===== src/battery_discharge_test_controller_defines.svh =====
// ============================================================================
// Battery discharge test controller - assertion macros
// Concurrent assertion wrappers clocked on clock and disabled in reset.
// ============================================================================
`ifndef BATTERY_DISCHARGE_TEST_CONTROLLER_DEFINES_SVH
`define BATTERY_DISCHARGE_TEST_CONTROLLER_DEFINES_SVH

`ifndef SYNTHESIS
`define BDTC_ASSERT(label, prop, msg) \
   label: assert property (@(posedge clock) disable iff (reset) (prop)) else $error(msg);
`define BDTC_ASSERT_NEXT(label, ante, cons, msg) \
   label: assert property (@(posedge clock) disable iff (reset) (ante) |=> (cons)) \
      else $error(msg);
`else
`define BDTC_ASSERT(label, prop, msg)
`define BDTC_ASSERT_NEXT(label, ante, cons, msg)
`endif

`endif


===== src/bdtc_pkg.sv =====
// ============================================================================
// Battery discharge test controller - package
// Shared constants, register indexes and stage payload types.
// ============================================================================
package bdtc_pkg;

   localparam int TICKS_PER_SECOND = 20;
   localparam int TICK_W           = 10;
   localparam logic [TICK_W:0] TICK_LIMIT = (TICK_W + 1)'(TICKS_PER_SECOND);

   localparam int VADC_W  = 10;
   localparam int IADC_W  = 10;
   localparam int VOLT_W  = 13;
   localparam int CURR_W  = 14;
   localparam int OFFS_W  = 10;
   localparam int CHG_W   = 13;
   localparam int CAP_W   = 40;
   localparam int SECS_W  = 32;
   localparam int HOUR_W  = 5;
   localparam int MIN_W   = 6;
   localparam int SEC_W   = 6;

   localparam logic [CAP_W-1:0] CAP_MAX = {CAP_W{1'b1}};

   localparam logic [VOLT_W-1:0] LOW_VOLTAGE_RESET    = 13'd3000;
   localparam logic [OFFS_W-1:0] VOLTAGE_OFFSET_RESET = 10'd200;

   // Configuration register indexes
   localparam int CSR_INDEX_W = 2;
   localparam int CSR_DATA_W  = 13;
   localparam logic [CSR_INDEX_W-1:0] CSR_LOW_VOLTAGE    = 2'd0;
   localparam logic [CSR_INDEX_W-1:0] CSR_VOLTAGE_OFFSET = 2'd1;

   typedef struct packed {
      logic              vld;
      logic [VOLT_W-1:0] voltage_mv;
      logic [CURR_W-1:0] current_ma;
      logic              start_level;
      logic              clear_level;
   } conv_type;

   typedef struct packed {
      logic              vld;
      logic [VOLT_W-1:0] voltage_mv;
      logic [CURR_W-1:0] current_ma;
      logic [CHG_W-1:0]  charge_uah;
      logic              start_level;
      logic              clear_level;
   } charge_type;

   typedef struct packed {
      logic              running;
      logic [HOUR_W-1:0] hours;
      logic [MIN_W-1:0]  minutes;
      logic [SEC_W-1:0]  seconds;
      logic [VOLT_W-1:0] voltage_mv;
      logic [CURR_W-1:0] current_ma;
      logic [CAP_W-1:0]  capacity_uah;
      logic              battery_empty;
      logic              display_refresh;
   } result_type;

endpackage


===== src/bdtc_req_if.sv =====
// ============================================================================
// Battery discharge test controller - request channel
// One scheduler tick: ADC readings and active-low button levels.
// ============================================================================
interface bdtc_req_if;
   logic                         valid;
   logic                         ready;
   logic [bdtc_pkg::VADC_W-1:0]  voltage_adc;
   logic [bdtc_pkg::IADC_W-1:0]  current_adc;
   logic                         start_level;
   logic                         clear_level;

   modport source (output valid, output voltage_adc, output current_adc,
                   output start_level, output clear_level, input ready);
   modport sink   (input valid, input voltage_adc, input current_adc,
                   input start_level, input clear_level, output ready);
endinterface


===== src/bdtc_rsp_if.sv =====
// ============================================================================
// Battery discharge test controller - response channel
// Test status, elapsed time, measurements and capacity after one tick.
// ============================================================================
interface bdtc_rsp_if;
   logic                         valid;
   logic                         ready;
   logic                         running;
   logic [bdtc_pkg::HOUR_W-1:0]  hours;
   logic [bdtc_pkg::MIN_W-1:0]   minutes;
   logic [bdtc_pkg::SEC_W-1:0]   seconds;
   logic [bdtc_pkg::VOLT_W-1:0]  voltage_mv;
   logic [bdtc_pkg::CURR_W-1:0]  current_ma;
   logic [bdtc_pkg::CAP_W-1:0]   capacity_uah;
   logic                         battery_empty;
   logic                         display_refresh;

   modport source (output valid, output running, output hours, output minutes,
                   output seconds, output voltage_mv, output current_ma,
                   output capacity_uah, output battery_empty,
                   output display_refresh, input ready);
   modport sink   (input valid, input running, input hours, input minutes,
                   input seconds, input voltage_mv, input current_ma,
                   input capacity_uah, input battery_empty,
                   input display_refresh, output ready);
endinterface


===== src/bdtc_csr_if.sv =====
// ============================================================================
// Battery discharge test controller - configuration write channel
// Register index and write data with a valid/ready handshake.
// ============================================================================
interface bdtc_csr_if;
   logic                              valid;
   logic                              ready;
   logic [bdtc_pkg::CSR_INDEX_W-1:0]  index;
   logic [bdtc_pkg::CSR_DATA_W-1:0]   data;

   modport source (output valid, output index, output data, input ready);
   modport sink   (input valid, input index, input data, output ready);
endinterface


===== src/bdtc_convert.sv =====
// ============================================================================
// Battery discharge test controller - ADC conversion stage
// Scale ADC readings to mV and mA and register them.
// ============================================================================
module bdtc_convert (
   input  logic                          clock,
   input  logic                          reset,
   input  logic                          advance,
   input  logic                          in_valid,
   input  logic [bdtc_pkg::VADC_W-1:0]   voltage_adc,
   input  logic [bdtc_pkg::IADC_W-1:0]   current_adc,
   input  logic                          start_level,
   input  logic                          clear_level,
   input  logic [bdtc_pkg::OFFS_W-1:0]   voltage_offset_mv,
   output bdtc_pkg::conv_type            conv
);

   localparam logic [bdtc_pkg::VOLT_W-1:0] OFFSET_KNEE = 13'd600;

   // floor(x / 1023): estimate from x/1024 series, then one remainder fix
   function automatic logic [13:0] div1023(input logic [23:0] x);
      logic [24:0] y;
      logic [14:0] q;
      logic [24:0] qm;
      logic [24:0] r;
      y  = 25'(x) + 25'(x >> 10) + 25'(x >> 20);
      q  = y[24:10];
      qm = {q, 10'b0} - 25'(q);
      r  = 25'(x) - qm;
      if (r >= 25'd1023) begin
         q = q + 15'd1;
      end
      return q[13:0];
   endfunction

   bdtc_pkg::conv_type            conv_in;
   bdtc_pkg::conv_type            conv_ff;
   logic [bdtc_pkg::VOLT_W-1:0]   volt_raw;
   logic [bdtc_pkg::VOLT_W-1:0]   offset_ext;

   always_comb begin
      volt_raw   = bdtc_pkg::VOLT_W'(div1023(24'(voltage_adc) * 24'd5000));
      offset_ext = bdtc_pkg::VOLT_W'(voltage_offset_mv);
      conv_in.vld         = in_valid;
      conv_in.start_level = start_level;
      conv_in.clear_level = clear_level;
      conv_in.current_ma  = div1023(24'(current_adc) * 24'd10000);
      conv_in.voltage_mv  = volt_raw;
      // remove wiring drop above the knee, floor at zero
      if (volt_raw > OFFSET_KNEE) begin
         conv_in.voltage_mv = (volt_raw > offset_ext) ? volt_raw - offset_ext : '0;
      end
   end

   always_ff @(posedge clock) begin
      if (reset) begin
         conv_ff.vld <= 1'b0;
      end else if (advance) begin
         conv_ff <= conv_in;
      end
   end

   assign conv = conv_ff;

endmodule


===== src/bdtc_charge.sv =====
// ============================================================================
// Battery discharge test controller - charge stage
// Charge of one second at the measured current, in uAh.
// ============================================================================
module bdtc_charge (
   input  logic                 clock,
   input  logic                 reset,
   input  logic                 advance,
   input  bdtc_pkg::conv_type   conv,
   output bdtc_pkg::charge_type chg
);

   // 1000/3600 = 5/18; floor(x/18) through a 2^20 reciprocal plus one fix
   localparam logic [15:0] RECIP18 = 16'd58254;

   logic [16:0]                  scaled;
   logic [32:0]                  product;
   logic [bdtc_pkg::CHG_W-1:0]   quot;
   logic [16:0]                  remain;
   bdtc_pkg::charge_type         chg_in;
   bdtc_pkg::charge_type         chg_ff;

   always_comb begin
      scaled  = 17'(conv.current_ma) * 17'd5;
      product = 33'(scaled) * 33'(RECIP18);
      quot    = product[32:20];
      remain  = scaled - 17'(quot) * 17'd18;
      if (remain >= 17'd18) begin
         quot = quot + 13'd1;
      end
      chg_in.vld         = conv.vld;
      chg_in.voltage_mv  = conv.voltage_mv;
      chg_in.current_ma  = conv.current_ma;
      chg_in.charge_uah  = quot;
      chg_in.start_level = conv.start_level;
      chg_in.clear_level = conv.clear_level;
   end

   always_ff @(posedge clock) begin
      if (reset) begin
         chg_ff.vld <= 1'b0;
      end else if (advance) begin
         chg_ff <= chg_in;
      end
   end

   assign chg = chg_ff;

endmodule


===== src/bdtc_state.sv =====
// ============================================================================
// Battery discharge test controller - test state and result register
// Timer, refresh, capacity, empty detection and buttons, one tick per cycle while advancing.
// ============================================================================
`include "battery_discharge_test_controller_defines.svh"

module bdtc_state (
   input  logic                          clock,
   input  logic                          reset,
   input  logic                          advance,
   input  bdtc_pkg::charge_type          chg,
   input  logic [bdtc_pkg::VOLT_W-1:0]   low_voltage_mv,
   output logic                          rsp_valid,
   output bdtc_pkg::result_type          result
);

   localparam logic [bdtc_pkg::SEC_W-1:0]  SEC_LAST  = 6'd59;
   localparam logic [bdtc_pkg::MIN_W-1:0]  MIN_LAST  = 6'd59;
   localparam logic [bdtc_pkg::HOUR_W-1:0] HOUR_LAST = 5'd23;

   logic [bdtc_pkg::TICK_W-1:0]  tick_count_ff, tick_count_in;
   logic [bdtc_pkg::SECS_W-1:0]  elapsed_seconds_ff, elapsed_seconds_in;
   logic [bdtc_pkg::SEC_W-1:0]   sec_ff, sec_in;
   logic [bdtc_pkg::MIN_W-1:0]   min_ff, min_in;
   logic [bdtc_pkg::HOUR_W-1:0]  hour_ff, hour_in;
   logic                         refresh_pending_ff, refresh_pending_in;
   logic                         run_flag_ff, run_flag_in;
   logic                         empty_flag_ff, empty_flag_in;
   logic                         last_start_level_ff, last_start_level_in;
   logic [bdtc_pkg::CAP_W-1:0]   capacity_acc_ff, capacity_acc_in;
   logic [bdtc_pkg::VOLT_W-1:0]  voltage_ff, voltage_in;
   logic [bdtc_pkg::CURR_W-1:0]  current_ff, current_in;
   logic                         rsp_valid_ff;
   bdtc_pkg::result_type         result_ff, result_in;

   logic                         update;
   logic                         second_tick;
   logic                         refresh;
   logic                         toggle;
   logic [bdtc_pkg::TICK_W:0]    tick_sum;
   logic [bdtc_pkg::CAP_W:0]     cap_sum;

   assign update = chg.vld && advance;

   always_comb begin
      tick_count_in       = tick_count_ff;
      elapsed_seconds_in  = elapsed_seconds_ff;
      sec_in              = sec_ff;
      min_in              = min_ff;
      hour_in             = hour_ff;
      capacity_acc_in     = capacity_acc_ff;
      voltage_in          = voltage_ff;
      current_in          = current_ff;
      empty_flag_in       = empty_flag_ff;
      run_flag_in         = run_flag_ff;
      second_tick         = 1'b0;
      tick_sum            = {1'b0, tick_count_ff} + 1'b1;
      cap_sum             = {1'b0, capacity_acc_ff} + (bdtc_pkg::CAP_W + 1)'(chg.charge_uah);

      // timer: advance the tick counter and the wall clock while running
      if (run_flag_ff) begin
         tick_count_in = tick_sum[bdtc_pkg::TICK_W-1:0];
         if (tick_sum >= bdtc_pkg::TICK_LIMIT) begin
            tick_count_in      = '0;
            elapsed_seconds_in = elapsed_seconds_ff + 1'b1;
            second_tick        = 1'b1;
            if (sec_ff == SEC_LAST) begin
               sec_in = '0;
               if (min_ff == MIN_LAST) begin
                  min_in  = '0;
                  hour_in = (hour_ff == HOUR_LAST) ? '0 : hour_ff + 1'b1;
               end else begin
                  min_in = min_ff + 1'b1;
               end
            end else begin
               sec_in = sec_ff + 1'b1;
            end
            // seconds counter wraps to zero: clock display restarts too
            if (elapsed_seconds_ff == '1) begin
               sec_in  = '0;
               min_in  = '0;
               hour_in = '0;
            end
         end
      end

      refresh            = refresh_pending_ff || second_tick;
      refresh_pending_in = 1'b0;

      if (refresh) begin
         voltage_in = chg.voltage_mv;
         current_in = chg.current_ma;
         if (second_tick) begin
            capacity_acc_in = cap_sum[bdtc_pkg::CAP_W] ? bdtc_pkg::CAP_MAX
                                                       : cap_sum[bdtc_pkg::CAP_W-1:0];
         end
         if (chg.voltage_mv <= low_voltage_mv) begin
            empty_flag_in = 1'b1;
         end
      end

      // start/stop on falling edge; an empty battery keeps forcing a stop
      toggle = (!chg.start_level && last_start_level_ff) || empty_flag_in;
      if (toggle) begin
         if (!run_flag_ff && !empty_flag_in) begin
            run_flag_in = 1'b1;
         end else begin
            run_flag_in        = 1'b0;
            refresh_pending_in = 1'b1;
         end
      end
      last_start_level_in = chg.start_level;

      if (!chg.clear_level) begin
         run_flag_in        = 1'b0;
         elapsed_seconds_in = '0;
         tick_count_in      = '0;
         sec_in             = '0;
         min_in             = '0;
         hour_in            = '0;
         capacity_acc_in    = '0;
         empty_flag_in      = 1'b0;
         refresh_pending_in = 1'b1;
      end

      result_in.running         = run_flag_in;
      result_in.hours           = hour_in;
      result_in.minutes         = min_in;
      result_in.seconds         = sec_in;
      result_in.voltage_mv      = voltage_in;
      result_in.current_ma      = current_in;
      result_in.capacity_uah    = capacity_acc_in;
      result_in.battery_empty   = empty_flag_in;
      result_in.display_refresh = refresh;
   end

   always_ff @(posedge clock) begin
      if (reset) begin
         tick_count_ff       <= '0;
         elapsed_seconds_ff  <= '0;
         sec_ff              <= '0;
         min_ff              <= '0;
         hour_ff             <= '0;
         refresh_pending_ff  <= 1'b1;
         run_flag_ff         <= 1'b0;
         empty_flag_ff       <= 1'b0;
         last_start_level_ff <= 1'b1;
         capacity_acc_ff     <= '0;
         voltage_ff          <= '0;
         current_ff          <= '0;
      end else if (update) begin
         tick_count_ff       <= tick_count_in;
         elapsed_seconds_ff  <= elapsed_seconds_in;
         sec_ff              <= sec_in;
         min_ff              <= min_in;
         hour_ff             <= hour_in;
         refresh_pending_ff  <= refresh_pending_in;
         run_flag_ff         <= run_flag_in;
         empty_flag_ff       <= empty_flag_in;
         last_start_level_ff <= last_start_level_in;
         capacity_acc_ff     <= capacity_acc_in;
         voltage_ff          <= voltage_in;
         current_ff          <= current_in;
      end
   end

   always_ff @(posedge clock) begin
      if (reset) begin
         rsp_valid_ff <= 1'b0;
      end else if (advance) begin
         rsp_valid_ff <= chg.vld;
      end
   end

   always_ff @(posedge clock) begin
      if (update) begin
         result_ff <= result_in;
      end
   end

   assign rsp_valid = rsp_valid_ff;
   assign result    = result_ff;

   `BDTC_ASSERT(a_tick_bound, tick_count_ff < bdtc_pkg::TICK_LIMIT, "tick counter past limit")
   `BDTC_ASSERT(a_clock_bound, sec_ff <= SEC_LAST && min_ff <= MIN_LAST && hour_ff <= HOUR_LAST, "h:m:s out of range")
   `BDTC_ASSERT(a_empty_idle, !(rsp_valid_ff && result_ff.battery_empty && result_ff.running), "running while empty")
   `BDTC_ASSERT_NEXT(a_clear_zeroes, update && !chg.clear_level, !run_flag_ff && elapsed_seconds_ff == '0 && capacity_acc_ff == '0 && !empty_flag_ff && refresh_pending_ff, "clear not applied")
   `BDTC_ASSERT_NEXT(a_cap_monotonic, update && chg.clear_level, capacity_acc_ff >= $past(capacity_acc_ff), "capacity decreased without clear")

endmodule


===== src/battery_discharge_test_controller.sv =====
// ============================================================================
// Battery discharge test controller
// Pipeline: a tick transaction accepted at one edge loads the conversion
// register; the charge and state registers then load in turn, each one
// only while the pipeline advances.
// Throughput: one tick per cycle while the response side is not stalled.
// Reset: synchronous, active high; test stopped, time and capacity zero,
// first tick refreshes, thresholds 3000 mV empty and 200 mV offset.
// ============================================================================
module battery_discharge_test_controller (
   input  logic              clock,
   input  logic              reset,
   bdtc_req_if.sink          req_bus,
   bdtc_rsp_if.source        rsp_bus,
   bdtc_csr_if.sink          csr_bus
);

   // Configuration registers
   logic [bdtc_pkg::VOLT_W-1:0]  low_voltage_ff;
   logic [bdtc_pkg::OFFS_W-1:0]  voltage_offset_ff;

   // Pipeline control: move every stage together whenever the result
   // register is empty or being drained this cycle
   logic                         advance;
   logic                         rsp_valid;
   bdtc_pkg::conv_type           conv;
   bdtc_pkg::charge_type         chg;
   bdtc_pkg::result_type         result;

   assign advance       = !rsp_valid || rsp_bus.ready;
   assign req_bus.ready = advance;
   assign csr_bus.ready = 1'b1;

   // Register writes are registered; index codes beyond the list drop
   always_ff @(posedge clock) begin
      if (reset) begin
         low_voltage_ff    <= bdtc_pkg::LOW_VOLTAGE_RESET;
         voltage_offset_ff <= bdtc_pkg::VOLTAGE_OFFSET_RESET;
      end else if (csr_bus.valid) begin
         unique case (csr_bus.index)
            bdtc_pkg::CSR_LOW_VOLTAGE: begin
               low_voltage_ff <= csr_bus.data[bdtc_pkg::VOLT_W-1:0];
            end
            bdtc_pkg::CSR_VOLTAGE_OFFSET: begin
               voltage_offset_ff <= csr_bus.data[bdtc_pkg::OFFS_W-1:0];
            end
            default: begin
            end
         endcase
      end
   end

   // Scale ADC readings to mV / mA
   bdtc_convert u_convert (
      .clock             (clock),
      .reset             (reset),
      .advance           (advance),
      .in_valid          (req_bus.valid),
      .voltage_adc       (req_bus.voltage_adc),
      .current_adc       (req_bus.current_adc),
      .start_level       (req_bus.start_level),
      .clear_level       (req_bus.clear_level),
      .voltage_offset_mv (voltage_offset_ff),
      .conv              (conv)
   );

   // Precompute charge of one second at that current
   bdtc_charge u_charge (
      .clock   (clock),
      .reset   (reset),
      .advance (advance),
      .conv    (conv),
      .chg     (chg)
   );

   // Apply timer, refresh, capacity, empty check and buttons
   bdtc_state u_state (
      .clock          (clock),
      .reset          (reset),
      .advance        (advance),
      .chg            (chg),
      .low_voltage_mv (low_voltage_ff),
      .rsp_valid      (rsp_valid),
      .result         (result)
   );

   // Drive the response transaction from the result register
   assign rsp_bus.valid           = rsp_valid;
   assign rsp_bus.running         = result.running;
   assign rsp_bus.hours           = result.hours;
   assign rsp_bus.minutes         = result.minutes;
   assign rsp_bus.seconds         = result.seconds;
   assign rsp_bus.voltage_mv      = result.voltage_mv;
   assign rsp_bus.current_ma      = result.current_ma;
   assign rsp_bus.capacity_uah    = result.capacity_uah;
   assign rsp_bus.battery_empty   = result.battery_empty;
   assign rsp_bus.display_refresh = result.display_refresh;

endmodule


===== src/flat_wrapper.sv =====
// flat-port wrapper written by rule: the top's interface ports become plain ports
module battery_discharge_test_controller_flat 
  (clock, reset, req_bus_valid, req_bus_voltage_adc, req_bus_current_adc, req_bus_start_level, req_bus_clear_level, req_bus_ready, rsp_bus_valid, rsp_bus_running, rsp_bus_hours, rsp_bus_minutes, rsp_bus_seconds, rsp_bus_voltage_mv, rsp_bus_current_ma, rsp_bus_capacity_uah, rsp_bus_battery_empty, rsp_bus_display_refresh, rsp_bus_ready, csr_bus_valid, csr_bus_index, csr_bus_data, csr_bus_ready);
  bdtc_req_if req_bus_i ();
  bdtc_rsp_if rsp_bus_i ();
  bdtc_csr_if csr_bus_i ();
  input  logic clock;
  input  logic reset;
  input wire logic [$bits(req_bus_i.valid)-1:0] req_bus_valid;
  input wire logic [$bits(req_bus_i.voltage_adc)-1:0] req_bus_voltage_adc;
  input wire logic [$bits(req_bus_i.current_adc)-1:0] req_bus_current_adc;
  input wire logic [$bits(req_bus_i.start_level)-1:0] req_bus_start_level;
  input wire logic [$bits(req_bus_i.clear_level)-1:0] req_bus_clear_level;
  output wire logic [$bits(req_bus_i.ready)-1:0] req_bus_ready;
  output wire logic [$bits(rsp_bus_i.valid)-1:0] rsp_bus_valid;
  output wire logic [$bits(rsp_bus_i.running)-1:0] rsp_bus_running;
  output wire logic [$bits(rsp_bus_i.hours)-1:0] rsp_bus_hours;
  output wire logic [$bits(rsp_bus_i.minutes)-1:0] rsp_bus_minutes;
  output wire logic [$bits(rsp_bus_i.seconds)-1:0] rsp_bus_seconds;
  output wire logic [$bits(rsp_bus_i.voltage_mv)-1:0] rsp_bus_voltage_mv;
  output wire logic [$bits(rsp_bus_i.current_ma)-1:0] rsp_bus_current_ma;
  output wire logic [$bits(rsp_bus_i.capacity_uah)-1:0] rsp_bus_capacity_uah;
  output wire logic [$bits(rsp_bus_i.battery_empty)-1:0] rsp_bus_battery_empty;
  output wire logic [$bits(rsp_bus_i.display_refresh)-1:0] rsp_bus_display_refresh;
  input wire logic [$bits(rsp_bus_i.ready)-1:0] rsp_bus_ready;
  input wire logic [$bits(csr_bus_i.valid)-1:0] csr_bus_valid;
  input wire logic [$bits(csr_bus_i.index)-1:0] csr_bus_index;
  input wire logic [$bits(csr_bus_i.data)-1:0] csr_bus_data;
  output wire logic [$bits(csr_bus_i.ready)-1:0] csr_bus_ready;
  assign req_bus_i.valid = req_bus_valid;
  assign req_bus_i.voltage_adc = req_bus_voltage_adc;
  assign req_bus_i.current_adc = req_bus_current_adc;
  assign req_bus_i.start_level = req_bus_start_level;
  assign req_bus_i.clear_level = req_bus_clear_level;
  assign req_bus_ready = req_bus_i.ready;
  assign rsp_bus_valid = rsp_bus_i.valid;
  assign rsp_bus_running = rsp_bus_i.running;
  assign rsp_bus_hours = rsp_bus_i.hours;
  assign rsp_bus_minutes = rsp_bus_i.minutes;
  assign rsp_bus_seconds = rsp_bus_i.seconds;
  assign rsp_bus_voltage_mv = rsp_bus_i.voltage_mv;
  assign rsp_bus_current_ma = rsp_bus_i.current_ma;
  assign rsp_bus_capacity_uah = rsp_bus_i.capacity_uah;
  assign rsp_bus_battery_empty = rsp_bus_i.battery_empty;
  assign rsp_bus_display_refresh = rsp_bus_i.display_refresh;
  assign rsp_bus_i.ready = rsp_bus_ready;
  assign csr_bus_i.valid = csr_bus_valid;
  assign csr_bus_i.index = csr_bus_index;
  assign csr_bus_i.data = csr_bus_data;
  assign csr_bus_ready = csr_bus_i.ready;
  battery_discharge_test_controller u_core (.clock(clock), .reset(reset), .req_bus(req_bus_i), .rsp_bus(rsp_bus_i), .csr_bus(csr_bus_i));
endmodule

===== config.mk =====
export PLATFORM = sky130hd
export DESIGN_NAME = battery_discharge_test_controller_flat
export DESIGN_NICKNAME = d
export VERILOG_FILES = /design/src/bdtc_pkg.sv /design/src/bdtc_req_if.sv /design/src/bdtc_rsp_if.sv /design/src/bdtc_csr_if.sv /design/src/bdtc_convert.sv /design/src/bdtc_charge.sv /design/src/bdtc_state.sv /design/src/battery_discharge_test_controller.sv /design/src/flat_wrapper.sv
export VERILOG_INCLUDE_DIRS = /design/src /design/src/src
export SDC_FILE = /design/constraint.sdc
export NUM_CORES = 1
export LEC_CHECK = 0
export BUFFER_PORTS_ARGS = -buffer_cell sky130_fd_sc_hd__buf_4
export CORE_UTILIZATION = 50
export CTS_BUF_LIST = sky130_fd_sc_hd__clkbuf_8
export CTS_CLUSTER_SIZE = 24
export DETAILED_ROUTE_END_ITERATION = 7
export GPL_ROUTABILITY_DRIVEN = 0
export MAX_ROUTING_LAYER = met4
export PLACE_DENSITY = 0.67
export SLEW_MARGIN = 20
export SYNTH_ARGS = -nofsm -noshare
export SYNTH_HDL_FRONTEND = slang
export SYNTH_SLANG_ARGS = --single-unit

===== constraint.sdc =====
create_clock -name clock -period 33.6 [get_ports clock]
set_input_delay 6.72 -clock clock [delete_from_list [all_inputs] [get_ports clock]]
set_output_delay 6.72 -clock clock [all_outputs]
set_load 0.01 [all_outputs]

==> metrics.yaml <==
rr_worst_depth: 60
worst-endpoint-arrival_ns: 21.17
clock_latency_ns: 0.59
synth_top_cell_by_area: "ha_1"
via_per_inst: 5.697
die_w_um: 240.2
ctsResizeCount: 0
cts_buffers: 48
areaGrowthSynthToFinish_pct: 9.497
end_kind: "flip-flop"
avgSynthCellArea_um2: 8.778
synth-seq-cells: 314
hold_viol_final: 0
synth_nets: 3789
antenna_found_initial: 0
clk_transition_reported_paths_ns: 0.06
die_area_um2: 57710
setup_viol: 0
required_ns: 33.99
dp_hpwl_um: 54310
htreeDepth: 2
critPathBufInv: 6
synth_top_area_share_pct: 18.03
cts_tree: "built"
overflow: 0
synthArstFlopShare_pct: 0
synthTopCellsByCount: "ha_1 (409), inv_1 (383), nand2_1 (281)"
hold_depth: 0
r2r_setup_slack_ns: 19.35
cts-root-buf: "clkbuf_8"
core-area_um2: 55630
path_max_fanout: 13
drive_gt1_share_pct: 8.358
die_h_um: 240.2
status: "complete, no violations"
synthFlopType: "edfxtp_1"
fin_nets: 3890
regToRegEndpoint: "u_core.u_charge.chg[14]$_DFFE_PP_"
path_delay_family: "compound AO/OA/AOI/OAI gates"
ant_nets: 0
synth.distinct_cells: 106
min_path_type: "flip-flop to flip-flop"
timing.max_cap.violations: 0
drc: 0
antenna-diode-count: 0
fin_crit_ns: 20.77
cts_buffer_depth: 3
cpPeakStageDelay_ns: 0.84
wirelength_um: 68840
skew_ns: 0.03481
post-synth-top-count-cell: "ha_1"
synth-edff-count: 158
drt-initial-drc-count: 1527
rows: 86
start_kind: "input pin"
criticalPathCategory: "input pin to flip-flop"
nFillCells: 4903
grt_pass1_wl_um: 112800
hold_end: "u_core.u_charge.chg[32]$_DFFE_PP_"
max_freq_ghz: 0.04814
dpl_cell_area_um2: 30040
tightest_slew_ns: 1.104
netlist_area_um2: 28380
fin_setup_tns_ns: 0
crit_path_top_delay_cell: "nor4b_2"
wl_per_cell_um: 16.70
fin_area_um2: 31070
netlist_instances: 3233
grt_pass1_vias: 23230
critPathMostFrequentCell: "ha_1"
postCtsSetupRepairBufs: 0
grt_start_max_net_pins: 98
portBuffers: 130
finalCritPeriodShare_pct: 61.83
max_slew_margin_pct: 26.41
vias: 23480
ios: 132
r2r-start: "u_core.u_convert.conv[3]$_DFFE_PP_"
seq_area_frac_synth_pct: 27.72
start_util_pct: 51.01
yosys_warnings: 0
rsz0062_at_grt: "false"
drv_slew: 0
synth_top_cells_by_area: "ha_1 (18%), edfxtp_1 (17%), dfxtp_1 (11%)"
cts-hold-fix-buffers: 0
grt_usage_pct: 24.61
drtPass1Iterations: 6
clock_sinks: 314
min_from: "u_core.u_convert.conv[19]$_DFFE_PP_"
-- layout by cell type, fill, tap and decap left out, types with 11 or more instances in the layout --
cell,synthesis,routed
o21bai_1,23,23
or3_1,16,16
nor2_1,275,274
nand2b_1,27,27
xnor2_1,143,143
nand3_1,89,89
xor2_1,65,65
a211oi_1,22,22
dfxtp_1,156,156
clkbuf_8,0,53
and3_1,44,44
o21ai_0,131,131
clkinv_2,0,12
a21o_1,78,78
o21a_1,34,34
nor3_1,85,85
o31ai_1,11,11
ha_1,409,409
edfxtp_1,158,158
inv_1,383,392
mux2i_1,17,17
nor2b_1,35,33
fa_1,105,105
nor4_1,17,17
a31oi_1,27,27
nand2_1,281,280
buf_4,1,147
and2_1,20,20
nand4_1,41,41
a211o_1,15,15
o211ai_1,16,16
a21oi_1,223,223
-- cell families (layout without fill, tap and decap cells) --
logic type,count (synthesis),in the layout,share of synthesized area (%)
multiplexers,22,22,0.7980
adder cells (fa/ha/maj),514,514,25.44
other,1,1,0.01321
flip-flops,314,314,27.72
AND/OR/NAND/NOR,991,991,16.61
buffers and inverters,482,623,6.538
AO/OA/AOI/OAI,696,696,16.13
XOR/XNOR,213,213,6.750
-- sequential cells by signal, summed over array words and instances (netlist names), 5 cells and up --
signal	cells
u_core.u_state.tick_count_ff	10
u_core.u_state.current_ff	14
u_core.u_state.voltage_ff	13
u_core.u_state.capacity_acc_ff	40
u_core.u_state.hour_ff	5
u_core.u_charge.chg	43
u_core.u_state.result	87
u_core.u_state.elapsed_seconds_ff	32
u_core.u_state.sec_ff	6
u_core.voltage_offset_ff	10
u_core.u_state.min_ff	6
u_core.u_convert.conv	30
u_core.low_voltage_ff	13
-- worst register-to-register path: cells and delay by family (launching register included) --
family | cells | cell delay, ns
DFF | 1 | 0.54
buffers and inverters | 6 | 0.56
and+or+nand+nor | 11 | 2.41
AOI/OAI and AO/OA | 28 | 5.11
xor gates and xnor gates | 3 | 0.90
adders and majority gates | 12 | 4.47
-- through the flow --
| stage | utilization [%] | cells | hold WS, ns | setup WS (ns) |
|---|---|---|---|---|
| finish | 55.86 | 4122 | 0.4198 | 12.83 |
| floorplan | - | 3233 | 0.4003 | 14.82 |
| global placement | 53.99 | 4032 | 0.4003 | 13.05 |
| CTS | 55.86 | 4122 | 0.4211 | 13.01 |
| detailed placement | 53.99 | 4032 | 0.4057 | 12.43 |
| global route | 55.86 | 4122 | 0.4252 | 11.86 |
-- how the worst max path moves through the flow --
stage / end / slack, ns / start / cells past startpoint
finish: u_core.u_convert.conv[28]$_DFFE_PP_ / 12.83 / req_bus_voltage_adc[3] / 57
floorplan: u_core.u_convert.conv[17]$_DFFE_PP_ / 14.82 / req_bus_voltage_adc[3] / 59
global route: u_core.u_convert.conv[28]$_DFFE_PP_ / 11.86 / req_bus_voltage_adc[3] / 57
CTS: u_core.u_convert.conv[28]$_DFFE_PP_ / 13.01 / req_bus_voltage_adc[3] / 57
detailed placement: u_core.u_convert.conv[28]$_DFFE_PP_ / 12.43 / req_bus_voltage_adc[3] / 57
global placement: u_core.u_convert.conv[28]$_DFFE_PP_ / 13.05 / req_bus_voltage_adc[3] / 57
-- layer usage --
layer  GRT usage (%)  vias up  routed length (um)
li1                -    11510                   -
met1           30.53    11080               30440
met2           41.64      727               32790
met3           2.859      163                3566
met4           7.971        0                2042
met5               -        -                   0
-- final cells by class --
type	count	area, um2	area share, %
Clock inverter	37	307.8	0.9905
Clock buffer	53	729.5	2.347
Timing Repair Buffer	147	1104	3.551
Inverter	386	1454	4.679
Multi-Input combinational cell	2437	18680	60.10
Tap cell	748	935.9	3.012
Sequential cell	314	7868	25.32
Power is not shown: default switching activity piles up to over one toggle a cycle in this logic, so the estimate is an artifact.
